===== src/rtl/rlac_pkg.sv =====
// Shared types and constants of the radio link ack controller.
`default_nettype none
package rlac_pkg;

  localparam int unsigned ADDR_W = 4;

  localparam logic [15:0] TIMER_MAX     = 16'hffff;
  localparam logic [15:0] TIMEOUT_RESET = 16'd1000;
  localparam logic [7:0]  BCAST_RESET   = 8'hff;
  localparam logic [7:0]  HDR_BYTES     = 8'd3;

  typedef enum logic [2:0] {
    CMD_SEND    = 3'd0,
    CMD_LISTEN  = 3'd1,
    CMD_SENT    = 3'd2,
    CMD_PAYLOAD = 3'd3,
    CMD_TICK    = 3'd4,
    CMD_POLL    = 3'd5
  } cmd_t;

  typedef enum logic [3:0] {
    ST_WAIT       = 4'd0,
    ST_TX         = 4'd1,
    ST_SENT       = 4'd2,
    ST_RX         = 4'd3,
    ST_RECV       = 4'd4,
    ST_SEND_ACK   = 4'd5,
    ST_RECV_ACKED = 4'd6,
    ST_WAIT_ACK   = 4'd7,
    ST_ACK_OK     = 4'd8,
    ST_TX_TIMEOUT = 4'd9,
    ST_ACK_FAILED = 4'd10
  } status_t;

  typedef enum logic [1:0] {
    MODE_STANDBY = 2'd0,
    MODE_RX      = 2'd1,
    MODE_TX      = 2'd2
  } mode_t;

  typedef enum logic [1:0] {
    REG_NODE_ADDR  = 2'd0,
    REG_BCAST_ADDR = 2'd1,
    REG_PROMISC    = 2'd2,
    REG_TIMEOUT    = 2'd3
  } reg_idx_t;

  typedef struct packed {
    logic [2:0] cmd;
    logic [7:0] dest_addr;
    logic [7:0] payload_size;
    logic       want_ack;
    logic       is_ack_frame;
    logic       first_of_msg;
    logic       last_of_msg;
    logic [7:0] rx_len_byte;
    logic [7:0] rx_target;
    logic [7:0] rx_sender;
    logic       rx_wants_ack;
  } req_t;

  typedef struct packed {
    logic [3:0] link_status;
    logic [1:0] radio_mode;
    logic       tx_start;
    logic [7:0] tx_dest;
    logic [7:0] tx_len_byte;
    logic       tx_ack_bit;
    logic       tx_req_bit;
    logic       tx_first_bit;
    logic       tx_last_bit;
    logic       rx_accepted;
    logic [7:0] rx_payload_len;
  } rsp_t;

endpackage
`default_nettype wire


===== src/rtl/rlac_if.sv =====
// Valid/ready channels carrying event requests and link results.
`default_nettype none
interface rlac_req_if import rlac_pkg::*; ();
  logic valid;
  logic ready;
  req_t data;
  modport source (output valid, output data, input ready);
  modport sink (input valid, input data, output ready);
endinterface

interface rlac_rsp_if import rlac_pkg::*; ();
  logic valid;
  logic ready;
  rsp_t data;
  modport source (output valid, output data, input ready);
  modport sink (input valid, input data, output ready);
endinterface
`default_nettype wire


===== src/rtl/radio_link_ack_controller.sv =====
// A request passes an input register, then a result register, before its result is valid.
// Throughput: one request per cycle while results are taken; the link state updates as each result is registered.
// A stalled result holds the input register; a new request is taken once it drains.
// Reset (rst, synchronous, active high): status waiting, standby, timer 0, no pending
// ack request, config back to node 0, broadcast 255, not promiscuous, timeout 1000.
`default_nettype none
module radio_link_ack_controller import rlac_pkg::*; (
  input  wire logic              clk,
  input  wire logic              rst,
  rlac_req_if.sink               req,
  rlac_rsp_if.source             rsp,
  input  wire logic              psel,
  input  wire logic              penable,
  input  wire logic              pwrite,
  input  wire logic [ADDR_W-1:0] paddr,
  input  wire logic [31:0]       pwdata,
  output logic      [31:0]       prdata,
  output logic                   pready
);

  // configuration
  logic [7:0]  own_addr;
  logic [7:0]  bcast_addr;
  logic        promiscuous;
  logic [15:0] timeout_ms;

  // link state
  status_t     status_reg, status_next;
  mode_t       mode_reg, mode_next;
  logic [15:0] ms_timer, ms_timer_next;
  logic        pending_ack_req, pending_ack_req_next;

  // pipeline registers
  logic        in_valid;
  req_t        in_q;
  logic        out_valid;
  rsp_t        out_q, out_next;

  logic        advance;
  logic        process;
  logic        cfg_write;
  reg_idx_t    cfg_idx;

  logic [8:0]  tx_len_sum;
  logic        addr_ok;
  logic        timed_out;

  assign pready    = 1'b1;
  assign cfg_write = psel && penable && pwrite && pready;
  assign cfg_idx   = reg_idx_t'(paddr[3:2]);

  always_comb begin
    prdata = 32'd0;
    case (cfg_idx)
      REG_NODE_ADDR:  prdata = {24'd0, own_addr};
      REG_BCAST_ADDR: prdata = {24'd0, bcast_addr};
      REG_PROMISC:    prdata = {31'd0, promiscuous};
      REG_TIMEOUT:    prdata = {16'd0, timeout_ms};
      default:        prdata = 32'd0;
    endcase
  end

  always_ff @(posedge clk) begin
    if (rst) begin
      own_addr    <= 8'd0;
      bcast_addr  <= BCAST_RESET;
      promiscuous <= 1'b0;
      timeout_ms  <= TIMEOUT_RESET;
    end else if (cfg_write) begin
      case (cfg_idx)
        REG_NODE_ADDR:  own_addr    <= pwdata[7:0];
        REG_BCAST_ADDR: bcast_addr  <= pwdata[7:0];
        REG_PROMISC:    promiscuous <= pwdata[0];
        REG_TIMEOUT:    timeout_ms  <= pwdata[15:0];
        default:        ;
      endcase
    end
  end

  assign advance   = !out_valid || rsp.ready;
  assign process   = in_valid && advance;
  assign req.ready = !in_valid || advance;
  assign rsp.valid = out_valid;
  assign rsp.data  = out_q;

  assign tx_len_sum = {1'b0, in_q.payload_size} + {1'b0, HDR_BYTES};
  assign addr_ok    = promiscuous || (in_q.rx_target == own_addr) ||
                      (in_q.rx_target == bcast_addr);
  assign timed_out  = ms_timer > timeout_ms;

  always_comb begin
    status_next          = status_reg;
    mode_next            = mode_reg;
    ms_timer_next        = ms_timer;
    pending_ack_req_next = pending_ack_req;
    out_next             = '0;

    case (in_q.cmd)
      CMD_SEND: begin
        out_next.tx_start     = 1'b1;
        out_next.tx_dest      = in_q.dest_addr;
        out_next.tx_len_byte  = tx_len_sum[8] ? 8'hff : tx_len_sum[7:0];
        out_next.tx_ack_bit   = in_q.is_ack_frame;
        out_next.tx_req_bit   = in_q.want_ack && !in_q.is_ack_frame;
        out_next.tx_first_bit = in_q.first_of_msg;
        out_next.tx_last_bit  = in_q.last_of_msg;
        pending_ack_req_next  = in_q.want_ack;
        mode_next             = MODE_TX;
        ms_timer_next         = 16'd0;
        status_next           = ST_TX;
      end
      CMD_LISTEN: begin
        mode_next   = MODE_RX;
        status_next = ST_RX;
      end
      CMD_SENT: begin
        if (status_reg == ST_TX || status_reg == ST_SEND_ACK) begin
          if (pending_ack_req) begin
            mode_next     = MODE_RX;
            ms_timer_next = 16'd0;
            status_next   = ST_WAIT_ACK;
          end else begin
            mode_next   = MODE_STANDBY;
            status_next = (status_reg == ST_TX) ? ST_SENT : ST_RECV_ACKED;
          end
        end
      end
      CMD_PAYLOAD: begin
        if (status_reg == ST_RX || status_reg == ST_WAIT_ACK) begin
          if (!addr_ok) begin
            mode_next = MODE_RX;
          end else begin
            out_next.rx_accepted    = 1'b1;
            out_next.rx_payload_len = (in_q.rx_len_byte >= HDR_BYTES) ?
                                      in_q.rx_len_byte - HDR_BYTES : 8'd0;
            pending_ack_req_next    = in_q.rx_wants_ack;
            mode_next               = MODE_STANDBY;
            if (status_reg == ST_WAIT_ACK) begin
              status_next = ST_ACK_OK;
            end else if (in_q.rx_wants_ack && in_q.rx_target != bcast_addr) begin
              // answer with an empty ack frame back to the sender
              out_next.tx_start     = 1'b1;
              out_next.tx_dest      = in_q.rx_sender;
              out_next.tx_len_byte  = HDR_BYTES;
              out_next.tx_ack_bit   = 1'b1;
              out_next.tx_first_bit = 1'b1;
              out_next.tx_last_bit  = 1'b1;
              pending_ack_req_next  = 1'b0;
              mode_next             = MODE_TX;
              ms_timer_next         = 16'd0;
              status_next           = ST_SEND_ACK;
            end else begin
              status_next = ST_RECV;
            end
          end
        end
      end
      CMD_TICK: begin
        if (ms_timer != TIMER_MAX) ms_timer_next = ms_timer + 16'd1;
      end
      CMD_POLL: begin
        if ((status_reg == ST_TX || status_reg == ST_SEND_ACK) && timed_out) begin
          mode_next   = MODE_STANDBY;
          status_next = ST_TX_TIMEOUT;
        end else if (status_reg == ST_WAIT_ACK && timed_out) begin
          status_next = ST_ACK_FAILED;
        end
      end
      default: ;
    endcase

    out_next.link_status = status_next;
    out_next.radio_mode  = mode_next;
  end

  always_ff @(posedge clk) begin
    if (rst) begin
      in_valid        <= 1'b0;
      out_valid       <= 1'b0;
      status_reg      <= ST_WAIT;
      mode_reg        <= MODE_STANDBY;
      ms_timer        <= 16'd0;
      pending_ack_req <= 1'b0;
    end else begin
      if (req.ready) in_valid <= req.valid;
      if (advance) out_valid <= in_valid;
      if (process) begin
        status_reg      <= status_next;
        mode_reg        <= mode_next;
        ms_timer        <= ms_timer_next;
        pending_ack_req <= pending_ack_req_next;
      end
    end
  end

  always_ff @(posedge clk) begin
    if (req.valid && req.ready) in_q <= req.data;
    if (process) out_q <= out_next;
  end

`ifndef SYNTH
  a_tx_start_mode: assert property (@(posedge clk) disable iff (rst)
    out_valid && out_q.tx_start |-> out_q.radio_mode == MODE_TX &&
      (out_q.link_status == ST_TX || out_q.link_status == ST_SEND_ACK))
    else $error("tx_start without transmit mode");

  a_ack_frame: assert property (@(posedge clk) disable iff (rst)
    out_valid && out_q.tx_start && out_q.link_status == ST_SEND_ACK |->
      out_q.tx_len_byte == HDR_BYTES && out_q.tx_ack_bit && !out_q.tx_req_bit)
    else $error("ack frame header malformed");

  a_rx_len_zero: assert property (@(posedge clk) disable iff (rst)
    out_valid && !out_q.rx_accepted |-> out_q.rx_payload_len == 8'd0)
    else $error("payload length without accepted frame");

  a_state_holds_on_stall: assert property (@(posedge clk) disable iff (rst)
    !advance |=> $stable(status_reg) && $stable(mode_reg) && $stable(ms_timer))
    else $error("link state changed while result stalled");

  a_result_tracks_state: assert property (@(posedge clk) disable iff (rst)
    process |=> out_q.link_status == status_reg && out_q.radio_mode == mode_reg)
    else $error("result disagrees with link state");
`endif

endmodule
`default_nettype wire


===== src/flat_wrapper.sv =====
// flat-port wrapper written by rule: the top's interface ports become plain ports
module radio_link_ack_controller_flat import rlac_pkg::*;
  (clk, rst, psel, penable, pwrite, paddr, pwdata, prdata, pready, req_valid, req_data, req_ready, rsp_valid, rsp_data, rsp_ready);
  rlac_req_if req_i ();
  rlac_rsp_if rsp_i ();
  input  wire logic clk;
  input  wire logic rst;
  input  wire logic psel;
  input  wire logic penable;
  input  wire logic pwrite;
  input  wire logic [ADDR_W-1:0] paddr;
  input  wire logic [31:0] pwdata;
  output logic      [31:0] prdata;
  output logic pready;
  input wire logic [$bits(req_i.valid)-1:0] req_valid;
  input wire logic [$bits(req_i.data)-1:0] req_data;
  output wire logic [$bits(req_i.ready)-1:0] req_ready;
  output wire logic [$bits(rsp_i.valid)-1:0] rsp_valid;
  output wire logic [$bits(rsp_i.data)-1:0] rsp_data;
  input wire logic [$bits(rsp_i.ready)-1:0] rsp_ready;
  assign req_i.valid = req_valid;
  assign req_i.data = req_data;
  assign req_ready = req_i.ready;
  assign rsp_valid = rsp_i.valid;
  assign rsp_data = rsp_i.data;
  assign rsp_i.ready = rsp_ready;
  radio_link_ack_controller u_core (.clk(clk), .rst(rst), .req(req_i), .rsp(rsp_i), .psel(psel), .penable(penable), .pwrite(pwrite), .paddr(paddr), .pwdata(pwdata), .prdata(prdata), .pready(pready));
endmodule

===== config.mk =====
export PLATFORM = sky130hd
export DESIGN_NAME = radio_link_ack_controller_flat
export DESIGN_NICKNAME = d
export VERILOG_FILES = /design/src/rtl/rlac_pkg.sv /design/src/rtl/rlac_if.sv /design/src/rtl/radio_link_ack_controller.sv /design/src/flat_wrapper.sv
export SDC_FILE = /design/constraint.sdc
export NUM_CORES = 1
export LEC_CHECK = 0
export ABC_AREA = 1
export BUFFER_PORTS_ARGS = -buffer_cell sky130_fd_sc_hd__buf_4
export CORE_ASPECT_RATIO = 0.8
export CORE_MARGIN = 3
export CORE_UTILIZATION = 25
export DETAILED_ROUTE_END_ITERATION = 7
export MAX_ROUTING_LAYER = met4
export PLACE_DENSITY_LB_ADDON = 0.08
export SYNTH_ARGS = -nofsm -noshare
export SYNTH_HDL_FRONTEND = slang
export SYNTH_SLANG_ARGS = --single-unit

===== constraint.sdc =====
create_clock -name clk -period 6.7 [get_ports clk]
set_input_delay 0.335 -clock clk [delete_from_list [all_inputs] [get_ports clk]]
set_output_delay 0.335 -clock clk [all_outputs]
set_load 0.005 [all_outputs]

==> results of run 1 <==
## cells in the mapped netlist, types with 2 or more instances
cell                       number  share of area, %
sky130_fd_sc_hd__dfxtp_1       58                17
sky130_fd_sc_hd__nor2_2         5              0.46
sky130_fd_sc_hd__edfxtp_1      84                37
sky130_fd_sc_hd__nand2_1      146               8.0
sky130_fd_sc_hd__or2_2          7              0.64
sky130_fd_sc_hd__inv_1         71               3.9
sky130_fd_sc_hd__buf_4         19               2.1
sky130_fd_sc_hd__nand2_4        3              0.50
sky130_fd_sc_hd__conb_1         2              0.11
sky130_fd_sc_hd__o211ai_1      15               1.7
sky130_fd_sc_hd__nand4_1       14               1.3
sky130_fd_sc_hd__nand3_1       45               3.3
sky130_fd_sc_hd__nor2_1        85               4.7
sky130_fd_sc_hd__xor2_1        12               1.5
sky130_fd_sc_hd__nand2_2        2              0.18
sky130_fd_sc_hd__o21ai_0       36               2.6
sky130_fd_sc_hd__a21oi_1       45               3.3
sky130_fd_sc_hd__a22o_1         8               1.0
sky130_fd_sc_hd__a21oi_4        2              0.48
sky130_fd_sc_hd__ha_1          19               3.5
sky130_fd_sc_hd__nor3_1         4              0.29
sky130_fd_sc_hd__a31oi_1        5              0.46
sky130_fd_sc_hd__buf_6          2              0.33
sky130_fd_sc_hd__clkbuf_1      11              0.61
sky130_fd_sc_hd__xnor2_1       19               2.4
sky130_fd_sc_hd__inv_2          4              0.22
## power by group through the flow
stage	Sequential [mW]	Combinational (mW)	Clock, mW
after global routing	0.984	0.190	0.972
after floorplan	0.996	0.0939	0
after CTS	0.980	0.171	0.936
after global placement	1.00	0.171	0
after detailed placement	0.999	0.171	0
final	0.980	0.168	0.900
## per-layer routing
layer	part of all wire, %	wire length, um	track usage (%)	vias up
li1	-	-	-	2725
met1	52	9400	18.8	2394
met2	43	7720	18.1	121
met3	4.5	809	2.89	14
met4	1.2	221	3.74	0
met5	0	0	-	-
## critical path: stages (launching register included)
cell and delay, ns:
sky130_fd_sc_hd__edfxtp_1 0.44, sky130_fd_sc_hd__xnor2_1 0.16, sky130_fd_sc_hd__nand2_1 0.07, sky130_fd_sc_hd__nor2_1 0.24
sky130_fd_sc_hd__nand2_1 0.17, sky130_fd_sc_hd__nand3_2 0.13, sky130_fd_sc_hd__nand3_1 0.20, sky130_fd_sc_hd__nor2_2 0.65
sky130_fd_sc_hd__nor2_2 0.19, sky130_fd_sc_hd__a31oi_1 0.20
## cell families (layout without fill, tap and decap cells)
group,count (synthesis),after routing
buf+inv,108,238
compound gates,119,119
xor+xnor,31,31
fa+ha+maj,19,19
simple gates,317,317
flops,142,142
other cells,2,17
## layout make-up
| cell class | instances | area, um^2 |
|---|---|---|
| well taps | 357 | 447 |
| multi-input cells | 503 | 2690 |
| flip-flops and latches | 142 | 3680 |
| inverters | 75 | 282 |
| repair buffers | 131 | 983 |
| fillers | 2823 | 17900 |
| clock buffers | 17 | 425 |
| clock inverters | 15 | 126 |
## stage by stage
step	total power [mW]	setup WS (ns)	cell area [um^2]	utilization (%)	hold WS, ns
6_report	2.05	4.08	8640	32.6	0.0765
5_1_grt	2.15	3.81	8640	32.6	0.0525
4_1_cts	2.09	4.00	8640	32.6	0.0526
3_5_place_dp	1.17	4.04	8090	30.5	0.486
3_3_place_gp	1.17	4.02	8090	30.5	0.488
2_1_floorplan	1.09	4.45	6870	-	0.434
## final timing paths
path / endpoint / slack, ns / from / cells after the start
hold reg to reg: u_core.timeout_ms[10] / 0.50 / u_core.timeout_ms[10] / 2
setup / recovery: u_core.rsp.data[14] / 4.08 / u_core.in_q[14] / 9
hold / removal: u_core.in_q[15] / 0.08 / req_data[15] / 1
setup reg to reg: u_core.rsp.data[14] / 4.08 / u_core.in_q[14] / 9
## cell usage in the layout, fill, tap and decap left out, types with 36 or more instances in the layout
cell | synthesis | final
sky130_fd_sc_hd__a21oi_1 | 45 | 45
sky130_fd_sc_hd__buf_4 | 19 | 131
sky130_fd_sc_hd__dfxtp_1 | 58 | 58
sky130_fd_sc_hd__edfxtp_1 | 84 | 84
sky130_fd_sc_hd__inv_1 | 71 | 70
sky130_fd_sc_hd__nand2_1 | 146 | 146
sky130_fd_sc_hd__nand3_1 | 45 | 45
sky130_fd_sc_hd__nor2_1 | 85 | 85
sky130_fd_sc_hd__o21ai_0 | 36 | 36
==> impl_metrics.sql, run 1 <==
INSERT INTO impl_metrics (metric_group, metric, value, unit) VALUES
('outcome', 'run_status', 'finished, final reports clean', ''),
('die', 'rows', '53', ''),
('critical_path', 'worstPathRequired', '6.97', 'ns'),
('die', 'die_width', '191', 'um'),
('clock_network', 'cts_inserted_buffers', '17', ''),
('synth', 'synth_top_family_by_area', 'simple AND/OR/NAND/NOR gates', ''),
('clock_network', 'cts.repair.resized', '0', ''),
('grt', 'congestion_overflow_gr', '0', ''),
('synth', 'synth_enable_flop_cells', '84', ''),
('power_and_ir_drop', 'internal', '1.52', 'mW'),
('synth', 'async_flop_share', '0', '%'),
('timing', 'timing_hold_violations_final', '0', ''),
('grt', 'grt_use_total', '13.0', '%'),
('synth', 'synth.yosys.seq_area_share', '54.1', '%'),
('timing', 'final-setup-viol-count', '0', ''),
('drt', 'routed_via_count', '5254', ''),
('drt', 'initialDrtViolationCount', '312', ''),
('placed_design', 'numPlacedInstances', '1208', ''),
('critical_path', 'cp-start-kind', 'register', ''),
('critical_path', 'critical_path.max_fanout', '13', ''),
('critical_path', 'criticalPathCategory', 'reg -> reg', ''),
('timing', 'report.final.slew_viol_count', '0', ''),
('synth', 'yosys_register_bits', '142', ''),
('power_and_ir_drop', 'switching_share', '25.8', '%'),
('synth', 'yosys-mux-area-fraction', '0', '%'),
('synth', 'syn-instance-count', '738', ''),
('placed_design', 'placement.io_buffers', '126', ''),
('power_and_ir_drop', 'power_switching', '0.528', 'mW'),
('layout', 'post_layout_nonfiller_instances', '1240', ''),
('clock_network', 'clock_tree_from_tritoncts', 'yes', ''),
('clock_network', 'cts_post_setup_buffers_inserted', '0', ''),
('clock_network', 'cts.sinks', '142', ''),
('clock_network', 'clock-root-buffer', 'sky130_fd_sc_hd__clkbuf_16', ''),
('grt', 'vias_in_the_first_global_route', '5058', ''),
('clock_network', 'cts-root-to-sink-buffers', '2', ''),
('timing', 'peak_freq', '382', 'MHz'),
('clock_network', 'clock_tree.htree_level_count', '4', ''),
('grt', 'maximum_number_of_pins_on_one_net_before_global_route_repair', '49', ''),
('timing', 'layout_worst_path_cycle_share', '39.1', '%'),
('grt', 'grt_first_pass_wirelength', '28.6', 'mm'),
('timing', 'fin_crit', '2.62', 'ns'),
('timing', 'fin_setup_tns', '0', 'ns'),
('layout', 'register_with_the_highest_flop_count', 'u_core.in_q', ''),
('clock_network', 'hold_buffers', '0', ''),
('die', 'initial_core_util', '25.7', '%'),
('timing', 'timing.max_slew.rel_slack', '48.9', '%'),
('synth', 'yosys.area_share.xor_xnor', '3.98', '%'),
('synth', 'most_frequently_used_flop_master_after_synthesis', 'sky130_fd_sc_hd__edfxtp_1', ''),
('timing', 'timing.clock.skew', '0.0134', 'ns'),
('timing', 'worstMarginPinSlew', '0.765', 'ns'),
('placed_design', 'post-dp-hpwl', '13.0', 'mm'),
('clock_network', 'clkSlewWorstSetupHoldPaths', '0.07', 'ns'),
('die', 'dieArea', '29300', 'um^2'),
('synth', 'syn_area', '6810', 'um^2'),
('job', 'max-cap-violations', '0', ''),
('synth', 'yosysWarnings', '0', ''),
('critical_path', 'cp_arrival', '2.88', 'ns'),
('drt', 'ant_nets', '0', ''),
('die', 'floorplan_die_height', '154', 'um'),
('layout', 'final_net_count', '980', ''),
('synth', 'synth-adder-area-share', '3.49', '%'),
('grt', 'number_of_antenna_violations_at_the_first_check_in_global_routing', '0', ''),
('drt', 'detail_route.vias_per_cell', '4.24', ''),
('synth', 'compound_gate_portion_of_the_synthesized_area', '10.8', '%'),
('layout', 'layout-drive-gt1-share', '21.9', '%'),
('layout', 'largest_register_ffs', '48', ''),
('clock_network', 'worst_skew_pair.late_latency', '0.43', 'ns'),
('drt', 'detail_route.wl_per_cell', '14.6', 'um'),
('layout', 'area_delta_synth_final', '26.8', '%'),
('power_and_ir_drop', 'combinationalPowerShare', '8.2', '%'),
('placed_design', 'last_weighted_congestion_value_of_the_routability_driven_placer', '0.806', '');
Note: power is estimated with default switching activity, not from simulation.
==> inputs of run 2 (changes only) <==
--- a/config.mk
+++ b/config.mk
@@ -5,7 +5,7 @@
 export SDC_FILE = /design/constraint.sdc
 export NUM_CORES = 1
 export LEC_CHECK = 0
-export ABC_AREA = 1
+export ABC_AREA = 0
 export BUFFER_PORTS_ARGS = -buffer_cell sky130_fd_sc_hd__buf_4
 export CORE_ASPECT_RATIO = 0.8
 export CORE_MARGIN = 3
==> constraint.sdc (replaced) <==
create_clock -name clk -period 2.3 [get_ports clk]
set_input_delay 0.115 -clock clk [delete_from_list [all_inputs] [get_ports clk]]
set_output_delay 0.115 -clock clk [all_outputs]
set_load 0.005 [all_outputs]
==> impl_metrics.sql, run 2 <==
INSERT INTO impl_metrics (metric_group, metric, value, unit) VALUES
('power_and_ir_drop', 'switching_share', '25.0', '%'),
('critical_path', 'criticalPathCategory', 'reg -> reg', ''),
('synth', 'yosysWarnings', '0', ''),
('timing', 'rsz0062_at_grt', 'yes', ''),
('drt', 'detail_route.vias_per_cell', '4.52', ''),
('layout', 'layout-drive-gt1-share', '31.4', '%'),
('layout', 'largest_register_ffs', '48', ''),
('drt', 'ant_nets', '0', ''),
('synth', 'synth.yosys.seq_area_share', '53.9', '%'),
('timing', 'report.final.slew_viol_count', '0', ''),
('clock_network', 'clkSlewWorstSetupHoldPaths', '0.07', 'ns'),
('die', 'rows', '53', ''),
('grt', 'maximum_number_of_pins_on_one_net_before_global_route_repair', '36', ''),
('layout', 'layout_commonest_cell', 'sky130_fd_sc_hd__buf_4', ''),
('outcome', 'run_status', 'finished, final reports clean', ''),
('die', 'io_pins', '162', ''),
('critical_path', 'critical-path-max-stage-delay', '0.51', 'ns'),
('die', 'dieArea', '29400', 'um^2'),
('grt', 'grt_use_met2', '22.0', '%'),
('placed_design', 'placement.io_buffers', '126', ''),
('power_and_ir_drop', 'pwr-share-seq', '45.7', '%'),
('clock_network', 'clock_tree_from_tritoncts', 'yes', ''),
('critical_path', 'path_buf_inv', '4', ''),
('critical_path', 'critical_path_depth', '10', ''),
('power_and_ir_drop', 'internal', '4.69', 'mW'),
('critical_path', 'r2r-start', 'u_core.in_q[10]', ''),
('synth', 'syn_area', '6830', 'um^2'),
('critical_path', 'crit_slowest_cell', 'sky130_fd_sc_hd__or4_4', ''),
('timing', 'fin_crit', '2.22', 'ns'),
('timing', 'hold-worst-slack', '0.0223', 'ns'),
('grt', 'grt_first_pass_wirelength', '31.8', 'mm'),
('timing', 'fin_setup_tns', '0', 'ns'),
('synth', 'syn-instance-count', '650', ''),
('critical_path', 'rrSetupSlack', '0.08', 'ns'),
('grt', 'vias_in_the_first_global_route', '5850', ''),
('power_and_ir_drop', 'combinationalPowerShare', '10.8', '%'),
('layout', 'multi_input_area', '3040', 'um^2'),
('grt', 'number_of_antenna_violations_at_the_first_check_in_global_routing', '0', ''),
('grt', 'congestion_overflow_gr', '0', ''),
('synth', 'avgSynthCellArea', '10.5', 'um^2'),
('timing', 'timing_hold_violations_final', '0', ''),
('layout', 'area_delta_synth_final', '48.2', '%'),
('critical_path', 'critical_path.reg2reg.endpoint', 'u_core.ms_timer[12]', ''),
('drt', 'detailedRoute.firstPassIterationCount', '5', ''),
('die', 'design.core.area', '26600', 'um^2'),
('drt', 'initialDrtViolationCount', '316', ''),
('layout', 'layout.cells.most_common_list', '203 x sky130_fd_sc_hd__buf_4, 84 x sky130_fd_sc_hd__edfxtp_1, 71 x sky130_fd_sc_hd__nand2_1', ''),
('power_and_ir_drop', 'irDropWorstVdd', '0.437', 'mV'),
('job', 'max-cap-violations', '0', ''),
('worst_hold_path', 'min_to', 'u_core.rsp.valid', ''),
('worst_hold_path', 'hp-class', 'in -> reg', ''),
('power_and_ir_drop', 'total_power', '6.26', 'mW'),
('worst_hold_path', 'holdPathStages', '4', ''),
('layout', 'n_fill_cell', '2635', ''),
('drt', 'drc', '0', ''),
('synth', 'yosysTopAreaCell', 'sky130_fd_sc_hd__edfxtp_1', ''),
('clock_network', 'cts.sinks', '142', ''),
('layout', 'register_with_the_highest_flop_count', 'u_core.in_q', ''),
('critical_path', 'worstPathRequired', '2.65', 'ns'),
('drt', 'wl', '20.2', 'mm'),
('synth', 'biggest_area_contributors_in_the_synthesized_netlist', 'sky130_fd_sc_hd__edfxtp_1 37%, sky130_fd_sc_hd__dfxtp_1 17%, sky130_fd_sc_hd__nand2_1 3.9%, sky130_fd_sc_hd__a21oi_1 3.6%, sky130_fd_sc_hd__ha_1 3.5%', ''),
('critical_path', 'cp-start-kind', 'register', ''),
('clock_network', 'clock-root-buffer', 'sky130_fd_sc_hd__clkbuf_16', ''),
('drt', 'detail_route.wl_per_cell', '15.8', 'um'),
('synth', 'yosys_register_bits', '142', ''),
('synth', 'synth_enable_flop_cells', '84', ''),
('synth', 'yosysMostFrequentCell', 'sky130_fd_sc_hd__edfxtp_1', ''),
('layout', 'antenna_cells', '0', ''),
('grt', 'grt.met1_usage', '19.2', '%'),
('critical_path', 'setup.worst_path.end_class', 'register', ''),
('synth', 'synthTopCellsByCount', '84 x sky130_fd_sc_hd__edfxtp_1, 71 x sky130_fd_sc_hd__nand2_1, 58 x sky130_fd_sc_hd__dfxtp_1', ''),
('clock_network', 'worst_skew_pair.late_latency', '0.42', 'ns'),
('placed_design', 'post-dp-hpwl', '15.0', 'mm'),
('die', 'die_width', '191', 'um'),
('synth', 'most_frequently_used_flop_master_after_synthesis', 'sky130_fd_sc_hd__edfxtp_1', ''),
('power_and_ir_drop', 'power.clock.fraction', '43.5', '%'),
('timing', 'timing.max_slew.rel_slack', '68.1', '%'),
('worst_hold_path', 'hold_path_startpoint', 'rsp_ready', ''),
('power_and_ir_drop', 'static_leakage_power', '4.09', 'nW'),
('critical_path', 'r2r_cells', '10', ''),
('clock_network', 'clock_tree.htree_level_count', '4', ''),
('synth', 'yosys.area.top_type_share', '36.9', '%'),
('timing', 'layout_worst_path_cycle_share', '96.5', '%'),
('die', 'floorplan_die_height', '154', 'um'),
('timing', 'final-setup-viol-count', '0', ''),
('placed_design', 'last_weighted_congestion_value_of_the_routability_driven_placer', '0.840', ''),
('drt', 'routed_via_count', '5810', ''),
('clock_network', 'cts_inserted_buffers', '17', ''),
('die', 'initial_core_util', '25.7', '%'),
('clock_network', 'cts-root-to-sink-buffers', '2', ''),
('timing', 'timing.clock.skew', '0.0157', 'ns'),
('grt', 'grt_most_used_layer', 'met2', ''),
('layout', 'final_net_count', '1025', ''),
('timing', 'peak_freq', '450', 'MHz'),
('grt', 'grt_util_met3', '3.12', '%'),
('power_and_ir_drop', 'p_per_area', '618', 'nW/um^2'),
('critical_path', 'cp_arrival', '2.57', 'ns'),
('grt', 'grt_use_total', '14.3', '%'),
('critical_path', 'crit_family', 'simple AND/OR/NAND/NOR gates', ''),
('critical_path', 'crit_chain', 'buf_6 > xnor2_2 > nand4_1 > buf_4 > o21a_4 > nor2_1 > buf_4 > buf_6 > or4_4 > a21oi_2', ''),
('critical_path', 'critical_path.max_fanout', '8', ''),
('timing', 'worstMarginPinSlew', '0.466', 'ns'),
('layout', 'seqCellArea', '3690', 'um^2'),
('synth', 'async_flop_share', '0', '%'),
('power_and_ir_drop', 'power_switching', '1.56', 'mW'),
('synth', 'ys_types', '69', '');
run 2: cell types whose count changed in the layout (fill, tap and decap cells not counted), moves of 7 or more:
cell	previous run	this run
sky130_fd_sc_hd__nand2_1	146	71
sky130_fd_sc_hd__buf_4	131	203
sky130_fd_sc_hd__dlygate4sd3_1	0	65
sky130_fd_sc_hd__inv_1	70	26
sky130_fd_sc_hd__nor2_1	85	47
sky130_fd_sc_hd__nand3_1	45	22
sky130_fd_sc_hd__mux2i_1	0	18
sky130_fd_sc_hd__o21ai_0	36	19
sky130_fd_sc_hd__a21o_1	1	11
sky130_fd_sc_hd__o22ai_1	0	8
sky130_fd_sc_hd__o31ai_1	1	8
run 2: timing repair:
item                                   in CTS  in global routing
setup endpoints to repair                  23                 48
hold buffers                               65                  0
resized for setup                          12                 33
setup buffers                               0                  3
endpoints found under the hold margin      82                  0
pin swaps                                   5                 10
run 2: worst reg2reg max path, stage by stage, from the launching register on:
cell and delay [ns]:
sky130_fd_sc_hd__edfxtp_1 0.42, sky130_fd_sc_hd__buf_6 0.14, sky130_fd_sc_hd__xnor2_2 0.12, sky130_fd_sc_hd__nand4_1 0.22, sky130_fd_sc_hd__buf_4 0.17, sky130_fd_sc_hd__o21a_4 0.13, sky130_fd_sc_hd__nor2_1 0.04, sky130_fd_sc_hd__buf_4 0.15
sky130_fd_sc_hd__buf_6 0.14, sky130_fd_sc_hd__or4_4 0.51, sky130_fd_sc_hd__a21oi_2 0.13
run 2: kinds of logic (layout without fill, tap and decap cells):
| logic type | after synthesis | in the layout | synth area share [%] |
|---|---|---|---|
| simple gates | 216 | 216 | 15.9 |
| compound gates | 155 | 155 | 15.1 |
| flops | 142 | 142 | 53.9 |
| buf+inv | 70 | 333 | 5.02 |
| xor+xnor | 27 | 27 | 3.46 |
| fa+ha+maj | 19 | 19 | 3.48 |
| mux | 19 | 19 | 2.97 |
| other cells | 2 | 17 | 0.110 |
run 2: worst max-delay path by stage:
| stage | start | endpoint | slack [ns] |
|---|---|---|---|
| 6_report | u_core.in_q[10] | u_core.ms_timer[12] | 0.08 |
| 5_1_grt | u_core.in_q[9] | u_core.rsp.data[34] | -0.009 |
| 4_1_cts | u_core.ms_timer[7] | u_core.rsp.data[35] | -0.03 |
| 3_5_place_dp | u_core.in_q[9] | u_core.rsp.data[35] | -0.17 |
| 3_3_place_gp | u_core.in_q[10] | u_core.rsp.data[35] | -0.18 |
| 2_1_floorplan | u_core.rsp.valid | u_core.in_q[0] | 0.18 |
run 2: through the flow:
step / instance area, um^2 / setup slack (ns) / cells / utilization (%)
floorplan: 6890 / 0.182 / 665 / -
global placement: 8690 / -0.178 / 1186 / 32.7
detailed placement: 8690 / -0.169 / 1186 / 32.7
CTS: 9960 / -0.0266 / 1283 / 37.5
global route: 10100 / -0.00933 / 1285 / 38.1
finish: 10100 / 0.0802 / 1285 / 38.1
run 2: routing by layer:
layer / vias to the layer above / share of wire (%)
met5: - / 0
met3: 8 / 3.4
met1: 2805 / 49
li1: 2885 / -
met4: 0 / 0.55
met2: 112 / 47
run 2: final cells by class:
cell class / count / share of cell area (%)
Timing Repair Buffer: 274 / 22.3
Clock buffer: 18 / 4.24
Tap cell: 357 / 4.41
Multi-Input combinational cell: 453 / 30.0
Sequential cell: 142 / 36.5
Inverter: 27 / 1.01
Clock inverter: 14 / 1.46
run 2: power groups by stage:
stage | Sequential (mW) | Clock [mW] | Combinational, mW
after detailed placement | 2.91 | 0 | 0.576
final | 2.86 | 2.72 | 0.677
after global routing | 2.87 | 2.92 | 0.745
after floorplan | 2.91 | 0 | 0.279
after CTS | 2.86 | 2.81 | 0.673
after global placement | 2.91 | 0 | 0.570
==> inputs of run 3 (changes only) <==
--- a/config.mk
+++ b/config.mk
@@ -6,11 +6,11 @@
 export NUM_CORES = 1
 export LEC_CHECK = 0
 export ABC_AREA = 0
-export BUFFER_PORTS_ARGS = -buffer_cell sky130_fd_sc_hd__buf_4
 export CORE_ASPECT_RATIO = 0.8
 export CORE_MARGIN = 3
 export CORE_UTILIZATION = 25
 export DETAILED_ROUTE_END_ITERATION = 7
+export DONT_BUFFER_PORTS = 1
 export MAX_ROUTING_LAYER = met4
 export PLACE_DENSITY_LB_ADDON = 0.08
 export SYNTH_ARGS = -nofsm -noshare
==> impl_metrics.sql, run 3 (synthesis gave the netlist of run 2 again) <==
INSERT INTO impl_metrics (metric_group, metric, value, unit) VALUES
('power_and_ir_drop', 'switching_share', '25.4', '%'),
('layout', 'largest_register_ffs', '48', ''),
('grt', 'vias_in_the_first_global_route', '5411', ''),
('die', 'die_width', '191', 'um'),
('drt', 'wl', '20.7', 'mm'),
('critical_path', 'cp-start-kind', 'register', ''),
('worst_hold_path', 'min_to', 'u_core.timeout_ms[6]', ''),
('drt', 'ant_nets', '0', ''),
('placed_design', 'placed_area', '7790', 'um^2'),
('grt', 'grt_most_used_layer', 'met2', ''),
('drt', 'drc', '0', ''),
('critical_path', 'r2r-start', 'u_core.in_q[11]', ''),
('die', 'floorplan_die_height', '154', 'um'),
('clock_network', 'clock_tree_from_tritoncts', 'yes', ''),
('critical_path', 'rrSetupSlack', '-0.01', 'ns'),
('clock_network', 'clock-root-buffer', 'sky130_fd_sc_hd__clkbuf_16', ''),
('placed_design', 'preCtsSetupSlack', '-0.138', 'ns'),
('die', 'initial_core_util', '25.7', '%'),
('grt', 'congestion_overflow_gr', '0', ''),
('grt', 'number_of_antenna_violations_at_the_first_check_in_global_routing', '0', ''),
('power_and_ir_drop', 'power_switching', '1.60', 'mW'),
('critical_path', 'setup.worst_path.end_class', 'register', ''),
('layout', 'layout.cells.most_common_list', '84 x sky130_fd_sc_hd__edfxtp_1, 80 x sky130_fd_sc_hd__buf_4, 71 x sky130_fd_sc_hd__nand2_1', ''),
('grt', 'grt_util_met3', '3.51', '%'),
('power_and_ir_drop', 'static_leakage_power', '3.58', 'nW'),
('timing', 'report.final.slew_viol_count', '0', ''),
('timing', 'timing.clock.skew', '0.0114', 'ns'),
('timing', 'peak_freq', '433', 'MHz'),
('clock_network', 'worst_skew_pair.late_latency', '0.42', 'ns'),
('layout', 'post_layout_nonfiller_instances', '1171', ''),
('critical_path', 'worstPathRequired', '2.58', 'ns'),
('layout', 'layout-drive-gt1-share', '20.6', '%'),
('clock_network', 'clock_tree.htree_level_count', '4', ''),
('job', 'max-cap-violations', '0', ''),
('die', 'dieArea', '29400', 'um^2'),
('worst_hold_path', 'holdPathStages', '2', ''),
('layout', 'register_with_the_highest_flop_count', 'u_core.in_q', ''),
('timing', 'worst_slack', '-0.0105', 'ns'),
('timing', 'fin_crit', '2.31', 'ns'),
('outcome', 'run_status', 'finished, violations left', ''),
('timing', 'hold-worst-slack', '0.0658', 'ns'),
('clock_network', 'clkSlewWorstSetupHoldPaths', '0.07', 'ns'),
('critical_path', 'r2r_cells', '9', ''),
('outcome', 'failed_checks', 'setup timing', ''),
('power_and_ir_drop', 'combinationalPowerShare', '8.4', '%'),
('placed_design', 'post-dp-hpwl', '14.8', 'mm'),
('power_and_ir_drop', 'internal', '4.71', 'mW'),
('layout', 'post-route-util', '35.3', '%'),
('grt', 'grt_first_pass_wirelength', '31.1', 'mm'),
('placed_design', 'numPlacedInstances', '1063', ''),
('grt', 'grt_use_met2', '22.3', '%'),
('placed_design', 'last_weighted_congestion_value_of_the_routability_driven_placer', '0.806', ''),
('power_and_ir_drop', 'total_power', '6.32', 'mW'),
('power_and_ir_drop', 'irDropWorstVdd', '0.384', 'mV'),
('drt', 'detail_route.vias_per_cell', '4.63', ''),
('die', 'design.core.area', '26600', 'um^2'),
('layout', 'final_net_count', '911', ''),
('worst_hold_path', 'hold_path_startpoint', 'rst', ''),
('layout', 'layout_commonest_cell', 'sky130_fd_sc_hd__edfxtp_1', ''),
('power_and_ir_drop', 'power.clock.fraction', '46.1', '%'),
('clock_network', 'cts-root-to-sink-buffers', '2', ''),
('power_and_ir_drop', 'p_per_area', '673', 'nW/um^2'),
('grt', 'maximum_number_of_pins_on_one_net_before_global_route_repair', '43', ''),
('timing', 'timing_hold_violations_final', '0', ''),
('layout', 'antenna_cells', '0', ''),
('die', 'io_pins', '162', ''),
('clock_network', 'cts.sinks', '142', ''),
('timing', 'final-setup-viol-count', '2', ''),
('drt', 'detail_route.wl_per_cell', '17.7', 'um'),
('timing', 'fin_setup_tns', '-0.0109', 'ns'),
('layout', 'stdcell_area', '9380', 'um^2'),
('worst_hold_path', 'hp-class', 'in -> reg', ''),
('timing', 'timing.max_slew.rel_slack', '59.8', '%'),
('die', 'rows', '53', ''),
('drt', 'detailedRoute.firstPassIterationCount', '4', ''),
('critical_path', 'critical_path.max_fanout', '7', ''),
('critical_path', 'critical_path.reg2reg.endpoint', 'u_core.rsp.data[21]', ''),
('grt', 'grt_use_total', '14.1', '%'),
('critical_path', 'cp_arrival', '2.59', 'ns'),
('timing', 'layout_worst_path_cycle_share', '100', '%'),
('drt', 'initialDrtViolationCount', '322', ''),
('placed_design', 'placement.io_buffers', '0', ''),
('critical_path', 'criticalPathCategory', 'reg -> reg', ''),
('timing', 'rsz0062_at_grt', 'yes', ''),
('drt', 'routed_via_count', '5424', ''),
('power_and_ir_drop', 'pwr-share-seq', '45.5', '%'),
('layout', 'area_delta_synth_final', '37.3', '%'),
('grt', 'grt.met1_usage', '18.7', '%'),
('timing', 'worstMarginPinSlew', '0.602', 'ns'),
('clock_network', 'cts_inserted_buffers', '17', '');
[run 3: worst max path at each step]
stage	from	end	slack, ns	cells past startpoint
3_3_place_gp	u_core.timeout_ms[13]	u_core.rsp.data[35]	-0.11	9
6_report	u_core.in_q[11]	u_core.rsp.data[21]	-0.01	9
2_1_floorplan	u_core.rsp.valid	u_core.in_q[0]	0.18	3
5_1_grt	u_core.in_q[11]	u_core.rsp.data[21]	-0.10	9
4_1_cts	u_core.in_q[12]	u_core.ms_timer[3]	-0.002	8
3_5_place_dp	u_core.in_q[10]	u_core.rsp.data[7]	-0.14	9
[run 3: area by class of cell]
type	count	area (um^2)
Clock buffer	17	425
Clock inverter	15	195
Fill cell	2631	17200
Inverter	27	103
Multi-Input combinational cell	454	3050
Sequential cell	142	3690
Tap cell	357	447
Timing Repair Buffer	159	1460
[run 3: power by group through the flow]
stage               combinational [mW]  sequential [mW]  clock [mW]
CTS                              0.510             2.87        3.00
detailed placement               0.386             2.93           0
global placement                 0.383             2.93           0
global route                     0.583             2.88        3.12
floorplan                        0.279             2.91           0
finish                           0.531             2.87        2.91
[run 3: worst max-delay path, stage by stage, from the launching register on]
cell and delay, ns:
sky130_fd_sc_hd__edfxtp_1 0.42, sky130_fd_sc_hd__xor2_1 0.18, sky130_fd_sc_hd__nor4_2 0.33, sky130_fd_sc_hd__buf_4 0.19
sky130_fd_sc_hd__a41oi_4 0.17, sky130_fd_sc_hd__buf_6 0.19, sky130_fd_sc_hd__nor4_4 0.25, sky130_fd_sc_hd__buf_6 0.17
sky130_fd_sc_hd__buf_12 0.13, sky130_fd_sc_hd__a22o_1 0.13
[run 3: what timing repair did]
| action | 4_1_cts | 5_1_grt |
|---|---|---|
| resized for setup | 17 | 26 |
| hold endpoints to repair | 94 | 0 |
| setup endpoints to repair | 39 | 47 |
| gates cloned | 0 | 2 |
| pin swaps | 7 | 14 |
| setup buffers | 0 | 7 |
| hold buffers | 69 | 0 |
[run 3: routing by layer]
metal  part of all wire, %  wire length [um]
met2                    46              9630
met5                     0                 0
met4                  0.58               120
met3                   5.5              1130
met1                    47              9840
